$ cat config.mk
export PLATFORM = sky130hd
export DESIGN_NAME = boot_image_crc_verifier_core
export DESIGN_NICKNAME = d
export VERILOG_FILES = /design/src/design/bicv_pkg.sv /design/src/design/bicv_csr.sv /design/src/design/bicv_in_stage.sv /design/src/design/bicv_check.sv /design/src/design/boot_image_crc_verifier_core.sv
export SDC_FILE = /design/constraint.sdc
export NUM_CORES = 1
export LEC_CHECK = 0
export ABC_CLOCK_PERIOD_IN_PS = 5000
export BUFFER_PORTS_ARGS = -buffer_cell sky130_fd_sc_hd__buf_2
export CAP_MARGIN = 25
export CORE_MARGIN = 5
export CORE_UTILIZATION = 50
export CTS_CLUSTER_SIZE = 24
export DETAILED_ROUTE_END_ITERATION = 8
export GPL_TIMING_DRIVEN = 1
export PLACE_DENSITY = 0.73
export SETUP_SLACK_MARGIN = 0.15
export SYNTH_ARGS = -nofsm -noshare
export SYNTH_HDL_FRONTEND = slang
export SYNTH_SLANG_ARGS = --single-unit
$ cat constraint.sdc
create_clock -name clock -period 5 [get_ports clock]
set_input_delay 0.25 -clock clock [delete_from_list [all_inputs] [get_ports clock]]
set_output_delay 0.25 -clock clock [all_outputs]
set_load 0.03 [all_outputs]
$ cat src/design/bicv_pkg.sv
// package for the boot image crc verifier: payload structs, register map,
// crc constants and the byte-wide crc update function
// no dependencies
`default_nettype none

package bicv_pkg;

   // image fields
   localparam int unsigned SizeWidth = 22;
   localparam int unsigned PosWidth  = SizeWidth + 1;
   localparam int unsigned CrcWidth  = 32;

   localparam logic [CrcWidth-1:0] CrcPoly  = 32'hEDB8_8320;
   localparam logic [CrcWidth-1:0] CrcInit  = 32'hFFFF_FFFF;
   localparam logic [CrcWidth-1:0] ImageId  = 32'hDEAD_BEEF;

   // header layout, byte offsets from image start
   localparam logic [PosWidth-1:0] PosKey       = 23'd0;
   localparam logic [PosWidth-1:0] PosSizeFirst = 23'd1;
   localparam logic [PosWidth-1:0] PosSizeLast  = 23'd4;
   localparam logic [PosWidth-1:0] PosCrcFirst  = 23'd5;
   localparam logic [PosWidth-1:0] PosIdFirst   = 23'd7;
   localparam logic [PosWidth-1:0] PosIdLast    = 23'd12;
   localparam logic [PosWidth-1:0] TrailerBytes = 23'd4;

   // register map
   localparam int unsigned AddrWidth = 4;
   localparam logic [AddrWidth-1:0] AddrExpectedSize = 4'h0;
   localparam logic [AddrWidth-1:0] AddrExpectedCrc  = 4'h4;
   localparam logic [AddrWidth-1:0] AddrCrcEnable    = 4'h8;

   localparam logic [SizeWidth-1:0] ExpectedSizeReset = 22'd327680;

   typedef struct packed {
      logic [7:0] image_byte;
      logic       image_start;
   } req_type;

   typedef struct packed {
      logic                image_ok;
      logic                header_ok;
      logic                crc_ok;
      logic [CrcWidth-1:0] computed_crc;
   } rsp_type;

   typedef struct packed {
      logic [SizeWidth-1:0] expected_size;
      logic [CrcWidth-1:0]  expected_crc;
      logic                 crc_enable;
   } cfg_type;

   // reflected crc-32, one byte, eight shift steps
   function automatic logic [CrcWidth-1:0] crc_byte_update(
      input logic [CrcWidth-1:0] crc_cur,
      input logic [7:0]          data_byte
   );
      logic [CrcWidth-1:0] c;
      c = crc_cur ^ {24'd0, data_byte};
      for (int k = 0; k < 8; k++) begin
         c = c[0] ? ((c >> 1) ^ CrcPoly) : (c >> 1);
      end
      return c;
   endfunction

endpackage

`default_nettype wire

$ cat src/design/bicv_csr.sv
// configuration registers of the boot image crc verifier, apb-style access
// depends on bicv_pkg
`default_nettype none

module bicv_csr
   import bicv_pkg::*;
(
   input  wire logic                 clock,
   input  wire logic                 reset,
   input  wire logic                 psel,
   input  wire logic                 penable,
   input  wire logic                 pwrite,
   input  wire logic [AddrWidth-1:0] paddr,
   input  wire logic [31:0]          pwdata,
   output logic      [31:0]          prdata,
   output logic                      pready,
   output cfg_type                   cfg
);

   cfg_type cfg_ff, cfg_in;
   logic    wr_en;

   assign pready = 1'b1;
   assign wr_en  = psel && penable && pwrite && pready;

   always_comb begin
      cfg_in = cfg_ff;
      if (wr_en) begin
         case (paddr)
            AddrExpectedSize: cfg_in.expected_size = pwdata[SizeWidth-1:0];
            AddrExpectedCrc:  cfg_in.expected_crc  = pwdata;
            AddrCrcEnable:    cfg_in.crc_enable    = pwdata[0];
            default:          cfg_in = cfg_ff;
         endcase
      end
   end

   always_ff @(posedge clock) begin
      if (reset) begin
         cfg_ff.expected_size <= ExpectedSizeReset;
         cfg_ff.expected_crc  <= '0;
         cfg_ff.crc_enable    <= 1'b0;
      end else begin
         cfg_ff <= cfg_in;
      end
   end

   always_comb begin
      case (paddr)
         AddrExpectedSize: prdata = {10'd0, cfg_ff.expected_size};
         AddrExpectedCrc:  prdata = cfg_ff.expected_crc;
         AddrCrcEnable:    prdata = {31'd0, cfg_ff.crc_enable};
         default:          prdata = '0;
      endcase
   end

   assign cfg = cfg_ff;

endmodule

`default_nettype wire

$ cat src/design/bicv_in_stage.sv
// input register of the boot image crc verifier
// depends on bicv_pkg
`default_nettype none

module bicv_in_stage
   import bicv_pkg::*;
(
   input  wire logic    clock,
   input  wire logic    reset,
   input  wire logic    req_valid,
   input  wire req_type req_data,
   output logic         req_stall,
   input  wire logic    take,
   output logic         s1_valid,
   output req_type      s1_data
);

   logic    s1_valid_ff, s1_valid_in;
   req_type s1_data_ff, s1_data_in;
   logic    accept;

   // stage frees up when the checker takes its byte
   assign req_stall = s1_valid_ff && !take;
   assign accept    = req_valid && !req_stall;

   always_comb begin
      s1_valid_in = s1_valid_ff;
      s1_data_in  = s1_data_ff;
      if (accept) begin
         s1_valid_in = 1'b1;
         s1_data_in  = req_data;
      end else if (take) begin
         s1_valid_in = 1'b0;
      end
   end

   always_ff @(posedge clock) begin
      if (reset) begin
         s1_valid_ff <= 1'b0;
      end else begin
         s1_valid_ff <= s1_valid_in;
      end
   end

   always_ff @(posedge clock) begin
      s1_data_ff <= s1_data_in;
   end

   assign s1_valid = s1_valid_ff;
   assign s1_data  = s1_data_ff;

endmodule

`default_nettype wire

$ cat src/design/bicv_check.sv
// header and crc checking state plus result register of the boot image
// crc verifier; depends on bicv_pkg
`default_nettype none

module bicv_check
   import bicv_pkg::*;
(
   input  wire logic    clock,
   input  wire logic    reset,
   input  wire logic    s1_valid,
   input  wire req_type s1_data,
   input  wire cfg_type cfg,
   output logic         take,
   output logic         rsp_valid,
   output rsp_type      rsp_data,
   input  wire logic    rsp_stall
);

   logic [CrcWidth-1:0] crc_ff, crc_in;
   logic [PosWidth-1:0] pos_ff, pos_in;
   logic                key_zero_ff, key_zero_in;
   logic [31:0]         size_word_ff, size_word_in;
   logic [47:0]         id_win_ff, id_win_in;
   logic                active_ff, active_in;
   logic                out_valid_ff, out_valid_in;
   rsp_type             out_data_ff, out_data_in;

   logic                step;
   logic                verdict;
   logic [PosWidth-1:0] last_pos;
   logic [CrcWidth-1:0] crc_base;
   logic [PosWidth-1:0] pos_base;
   logic                key_zero_base;
   logic [31:0]         size_word_base;
   logic [47:0]         id_win_base;
   logic                active_base;
   logic [7:0]          b;
   logic                hdr_ok;
   logic                crc_match;
   logic [CrcWidth-1:0] crc_final;

   assign take     = !out_valid_ff || !rsp_stall;
   assign step     = s1_valid && take;
   assign b        = s1_data.image_byte;
   assign last_pos = {1'b0, cfg.expected_size} + TrailerBytes;

   // start byte restarts everything before it is folded in
   always_comb begin
      if (s1_data.image_start) begin
         crc_base       = CrcInit;
         pos_base       = '0;
         key_zero_base  = 1'b1;
         size_word_base = '0;
         id_win_base    = '0;
         active_base    = 1'b1;
      end else begin
         crc_base       = crc_ff;
         pos_base       = pos_ff;
         key_zero_base  = key_zero_ff;
         size_word_base = size_word_ff;
         id_win_base    = id_win_ff;
         active_base    = active_ff;
      end
   end

   always_comb begin
      key_zero_in  = key_zero_base;
      size_word_in = size_word_base;
      id_win_in    = id_win_base;
      crc_in       = crc_base;

      if (pos_base == PosKey) begin
         key_zero_in = (b == 8'd0);
      end

      if (pos_base >= PosSizeFirst && pos_base <= PosSizeLast) begin
         case (pos_base[2:0])
            3'd1:    size_word_in[7:0]   = size_word_base[7:0]   | b;
            3'd2:    size_word_in[15:8]  = size_word_base[15:8]  | b;
            3'd3:    size_word_in[23:16] = size_word_base[23:16] | b;
            3'd4:    size_word_in[31:24] = size_word_base[31:24] | b;
            default: size_word_in = size_word_base;
         endcase
      end

      if (pos_base >= PosIdFirst && pos_base <= PosIdLast) begin
         case (pos_base[3:0])
            4'd7:    id_win_in[7:0]   = id_win_base[7:0]   | b;
            4'd8:    id_win_in[15:8]  = id_win_base[15:8]  | b;
            4'd9:    id_win_in[23:16] = id_win_base[23:16] | b;
            4'd10:   id_win_in[31:24] = id_win_base[31:24] | b;
            4'd11:   id_win_in[39:32] = id_win_base[39:32] | b;
            4'd12:   id_win_in[47:40] = id_win_base[47:40] | b;
            default: id_win_in = id_win_base;
         endcase
      end

      if (pos_base >= PosCrcFirst && pos_base <= last_pos) begin
         crc_in = crc_byte_update(crc_base, b);
      end
   end

   assign verdict   = active_base && (pos_base >= last_pos);
   assign crc_final = ~crc_in;
   assign hdr_ok    = key_zero_in && (size_word_in == {10'd0, cfg.expected_size})
                      && ((id_win_in[31:0] == ImageId) || (id_win_in[47:16] == ImageId));
   assign crc_match = !cfg.crc_enable || (crc_final == cfg.expected_crc);

   always_comb begin
      active_in = active_ff;
      pos_in    = pos_ff;
      if (step) begin
         active_in = active_base && !verdict;
         if (!active_base) begin
            pos_in = pos_ff;
         end else if (verdict) begin
            pos_in = '0;
         end else begin
            pos_in = pos_base + 1'b1;
         end
      end
   end

   always_comb begin
      out_valid_in = out_valid_ff;
      out_data_in  = out_data_ff;
      if (take) begin
         out_valid_in = step && verdict;
      end
      if (step && verdict) begin
         out_data_in.image_ok     = hdr_ok && crc_match;
         out_data_in.header_ok    = hdr_ok;
         out_data_in.crc_ok       = crc_match;
         out_data_in.computed_crc = crc_final;
      end
   end

   always_ff @(posedge clock) begin
      if (reset) begin
         crc_ff       <= CrcInit;
         pos_ff       <= '0;
         key_zero_ff  <= 1'b1;
         size_word_ff <= '0;
         id_win_ff    <= '0;
         active_ff    <= 1'b0;
         out_valid_ff <= 1'b0;
      end else begin
         if (step && active_base) begin
            crc_ff       <= crc_in;
            key_zero_ff  <= key_zero_in;
            size_word_ff <= size_word_in;
            id_win_ff    <= id_win_in;
         end
         pos_ff       <= pos_in;
         active_ff    <= active_in;
         out_valid_ff <= out_valid_in;
      end
   end

   always_ff @(posedge clock) begin
      out_data_ff <= out_data_in;
   end

   assign rsp_valid = out_valid_ff;
   assign rsp_data  = out_data_ff;

endmodule

`default_nettype wire

$ cat src/design/boot_image_crc_verifier_core.sv
// top level of the boot image crc verifier: csr block, input register and
// checker with result register; depends on bicv_pkg and the bicv_* modules
`default_nettype none

//  channel   ports                         direction  transaction
//  req       req_valid req_stall req_data  in         one image byte
//  rsp       rsp_valid rsp_stall rsp_data  out        one verdict per image
//  csr       psel penable pwrite paddr ... in         register write or read
//
//  one byte per cycle sustained while no verdict is stalled: input register,
//  one pass through the unrolled 8-bit crc update and header compare, then
//  the result register; the verdict reaches rsp_valid once the checker
//  takes the last image byte from the input register and registers it
//  synchronous active-high reset clears checking state and loads register
//  defaults; a stalled verdict holds in the result register while one more
//  byte waits in the input register, after which req_stall rises

module boot_image_crc_verifier_core
   import bicv_pkg::*;
(
   input  wire logic                 clock,
   input  wire logic                 reset,
   // byte stream in
   input  wire logic                 req_valid,
   output logic                      req_stall,
   input  wire req_type              req_data,
   // verdict out
   output logic                      rsp_valid,
   input  wire logic                 rsp_stall,
   output rsp_type                   rsp_data,
   // configuration
   input  wire logic                 psel,
   input  wire logic                 penable,
   input  wire logic                 pwrite,
   input  wire logic [AddrWidth-1:0] paddr,
   input  wire logic [31:0]          pwdata,
   output logic      [31:0]          prdata,
   output logic                      pready
);

   cfg_type cfg;
   logic    take;
   logic    s1_valid;
   req_type s1_data;

   // register file, sampled live by the checker
   bicv_csr u_csr (
      .clock   (clock),
      .reset   (reset),
      .psel    (psel),
      .penable (penable),
      .pwrite  (pwrite),
      .paddr   (paddr),
      .pwdata  (pwdata),
      .prdata  (prdata),
      .pready  (pready),
      .cfg     (cfg)
   );

   // input register, stalls only when the checker cannot take its byte
   bicv_in_stage u_in_stage (
      .clock     (clock),
      .reset     (reset),
      .req_valid (req_valid),
      .req_data  (req_data),
      .req_stall (req_stall),
      .take      (take),
      .s1_valid  (s1_valid),
      .s1_data   (s1_data)
   );

   // header capture, crc fold and verdict register
   bicv_check u_check (
      .clock     (clock),
      .reset     (reset),
      .s1_valid  (s1_valid),
      .s1_data   (s1_data),
      .cfg       (cfg),
      .take      (take),
      .rsp_valid (rsp_valid),
      .rsp_data  (rsp_data),
      .rsp_stall (rsp_stall)
   );

endmodule

`default_nettype wire
==> impl_metrics.tcl <==
set metrics [dict create \
    ys_warn_count 0 \
    arrival_ns 5.12 \
    postSynthCellCount 1716 \
    maxCapViolations 0 \
    die_area_um2 31910 \
    finalMaxSlewViolations 0 \
    die_h_um 178.6 \
    worstPathMaxFanout 4 \
    synth_ff_type "dfxtp_1" \
    grt_max_degree 102 \
    drc 0 \
    postRouteAntennaNets 0 \
    nFillCells 2501 \
    antenna_cells_inserted 0 \
    nets 1910 \
    routed_via_density 6.194 \
    cts.sinks 238 \
    grt_antenna_before_repair 0 \
    fp-row-count 61 \
    start_util_pct 50.90 \
    grt.total_usage_pct 29.15 \
    grt_pass1_vias 12670 \
    io_pins 122 \
    numCtsBuffers 27 \
    whs_endpoint "u_csr.cfg[0]" \
    hold_viol 0 \
    finalCritPeriodShare_pct 94.45 \
    synth-edff-count 44 \
    die_x_um 178.6 \
    drt-total-wl_um 47670 \
    num_vias 13800 \
    synth-seq-cells 238 \
    endpoint_kind "flop" \
    ys_types 79 \
    synth_seq_area_share_pct 36.61 \
    setup_viol 0 \
    rr_startpoint "u_csr.cfg[36]" \
    drt-pass1-iter-count 6 \
    tightest_slew_ns 1.050 \
    r2r_cells 19 \
    place_congestion 0.9595 \
    relSlewSlack_pct 29.83 \
    core_area_um2 27930 \
    leakage_uw 0.006578 \
    max-clock-path-buffers 3 \
    finClkSkew_ns 0.01409 \
    synthArstFlopShare_pct 0 \
    avgSynthCellArea_um2 8.285 \
    reg2reg_slack_ns 0.28 \
    synth_top_area_share_pct 27.32 \
    timing.rr.end "u_check.rsp_data[34]" \
    cp-start-kind "flop" \
    synthTopCellsByArea "dfxtp_1 27%, edfxtp_1 9.3%, nand2_1 5.6%, xnor2_1 4.7%, a22oi_1 4.5%" \
    status "completed" \
    synth_area_leader_cell "dfxtp_1" \
    ir_drop_mv 0.2313 \
    netlist_area_um2 14220 \
    final_cells 2228 \
    cts_tree "yes" \
    critical_path_required_ns 5.40 \
    grt_pass1_wl_um 73490 \
    maxClockFrequency_ghz 0.2118 \
    final_layout_size_suffix_gt1_share_pct 15.73 \
    final_util_pct 60.07 \
    areaGrowthSynthToFinish_pct 18.03 \
    dp_cells 2129 \
    place_area_um2 15200 \
    clk_latency_ns 0.55 \
    syn-num-nets 1797 \
    final_area_um2 16780 \
    rsz0062_at_grt "false" \
    drt_first_iter_violations 1690 \
    power_per_cell_area_nw_per_um2 294.0 \
    cts_max_level 1 \
    cts_root_buffer "clkbuf_16" \
    clkSlewWorstSetupHoldPaths_ns 0.06 \
    hold_depth 4 \
    min-delay-start "paddr[3]" \
    io_buffers 120 \
    dpl.hpwl_um 33430 \
    min_path_type "in2reg" \
    whs_ns 0.1183 \
    finalSetupTns_ns 0 \
    critPathKind "reg2reg" \
    wl_per_cell_um 21.39 \
    period_minus_slack_ns 4.722 \
    overflow 0 \
]
## worst max-delay path by stage
stage	start	endpoint	slack, ns	cells after the start
4_1_cts	u_csr.cfg[36]	u_check.rsp_data[34]	0.16	19
3_3_place_gp	u_csr.cfg[35]	u_check.rsp_data[34]	0.02	18
3_5_place_dp	u_csr.cfg[36]	u_check.rsp_data[34]	-0.08	19
2_1_floorplan	u_in_stage.s1_data[0]	u_check.rsp_data[34]	0.21	22
6_report	u_csr.cfg[36]	u_check.rsp_data[34]	0.28	19
5_1_grt	u_csr.cfg[35]	u_check.rsp_data[34]	0.05	20
## Yosys cell counts, types with 27 or more instances
master,count
nand2_1,213
dfxtp_1,194
nor2_1,167
clkbuf_1,114
a21oi_1,107
a22oi_1,86
xnor2_1,77
o21ai_0,61
nand3_1,50
edfxtp_1,44
xor2_1,42
nor2b_1,39
o211ai_1,38
inv_1,31
nor3_1,31
ha_1,29
and2_1,27
## metal layers
| layer | GRT usage, % | vias up | share of wire, % |
|---|---|---|---|
| met2 | 46.44 | 694 | 46 |
| li1 | - | 6406 | - |
| met3 | 4.239 | 103 | 8.3 |
| met1 | 40.31 | 6597 | 42 |
| met4 | 10.71 | 0 | 4.4 |
| met5 | 0 | - | 0 |
## flip-flops by register name (all words and copies together) (netlist names)
name	cells
u_check.active_ff	1
u_csr.cfg	55
u_check.crc_ff	32
u_in_stage.s1_data	9
u_check.key_zero_ff	1
u_check.pos_ff	23
u_in_stage.s1_valid	1
u_check.size_word_ff	32
u_check.rsp_valid	1
u_check.id_win_ff	48
u_check.rsp_data	35
## through the flow
| stage | total power, µW | setup slack [ns] |
|---|---|---|
| floorplan | 2579 | 0.2095 |
| global placement | 2803 | 0.02445 |
| detailed placement | 2801 | -0.07556 |
| CTS | 4924 | 0.1595 |
| global route | 5092 | 0.05488 |
| finish | 4934 | 0.2777 |
## final cells by class
| cell class | count | area [µm²] | area share (%) |
|---|---|---|---|
| Clock buffer | 39 | 822.0 | 4.899 |
| Clock inverter | 11 | 140.1 | 0.8351 |
| Inverter | 33 | 123.9 | 0.7381 |
| Multi-Input combinational cell | 1301 | 8463 | 50.43 |
| Sequential cell | 238 | 5206 | 31.02 |
| Tap cell | 378 | 473.0 | 2.818 |
| Timing Repair Buffer | 228 | 1553 | 9.253 |
## report_power, final
part,switching (µW),internal [µW],total (µW)
registers,63.3,1980,2040
clock network,822,1300,2120
logic,431,345,776
## worst max-delay path: stages (launching register included)
cell	delay [ns]
dfxtp_1	0.34
ha_2	0.20
nand3_2	0.12
nor3_4	0.22
and2_4	0.19
and3_4	0.20
nand3_1	0.09
xnor2_1	0.16
ha_1	0.33
nand4_1	0.20
buf_4	0.16
nor3_1	0.04
a211o_1	0.36
o21a_1	0.24
nor2_2	0.25
mux2_2	0.42
xor2_1	0.20
a2111oi_2	0.45
nand4_1	0.24
a21boi_2	0.17
## cells by family after synthesis
logic type | Yosys count | synth area share, %
other | 1 | 0.02638
muxes | 13 | 0.9505
adders and majority gates | 29 | 2.552
buffers and inverters | 177 | 4.902
xor gates and xnor gates | 135 | 9.865
and+or+nand+nor | 679 | 23.86
AOI/OAI and AO/OA | 444 | 21.24
DFF | 238 | 36.61
## placed cells by master (no fill, tap or decap), types with 12 or more instances in the layout
cell	n
nand2_1	211
dfxtp_1	193
nor2_1	165
buf_2	119
a21oi_1	107
a22oi_1	85
xnor2_1	77
buf_4	61
o21ai_0	60
nand3_1	49
edfxtp_1	44
dlygate4sd3_1	43
xor2_1	42
nor2b_1	39
o211ai_1	38
inv_1	31
ha_1	28
clkbuf_16	28
and2_1	27
nor3_1	26
nand4_1	24
a22o_1	24
or3_1	22
a21o_1	17
and3_1	16
xnor3_1	16
nor4_1	15
nand2b_1	13
o22ai_1	12
## repair_timing
| action | 4_1_cts | 5_1_grt |
|---|---|---|
| hold buffers | 43 | 0 |
| setup endpoints to repair | 2 | 2 |
| endpoints found under the hold margin | 66 | 0 |
| gates cloned | 0 | 0 |
| pin swaps | 1 | 11 |
| gates resized for setup | 5 | 27 |
| buffers inserted | 0 | 6 |
No activity file was read; power rests on OpenSTA's default activity.
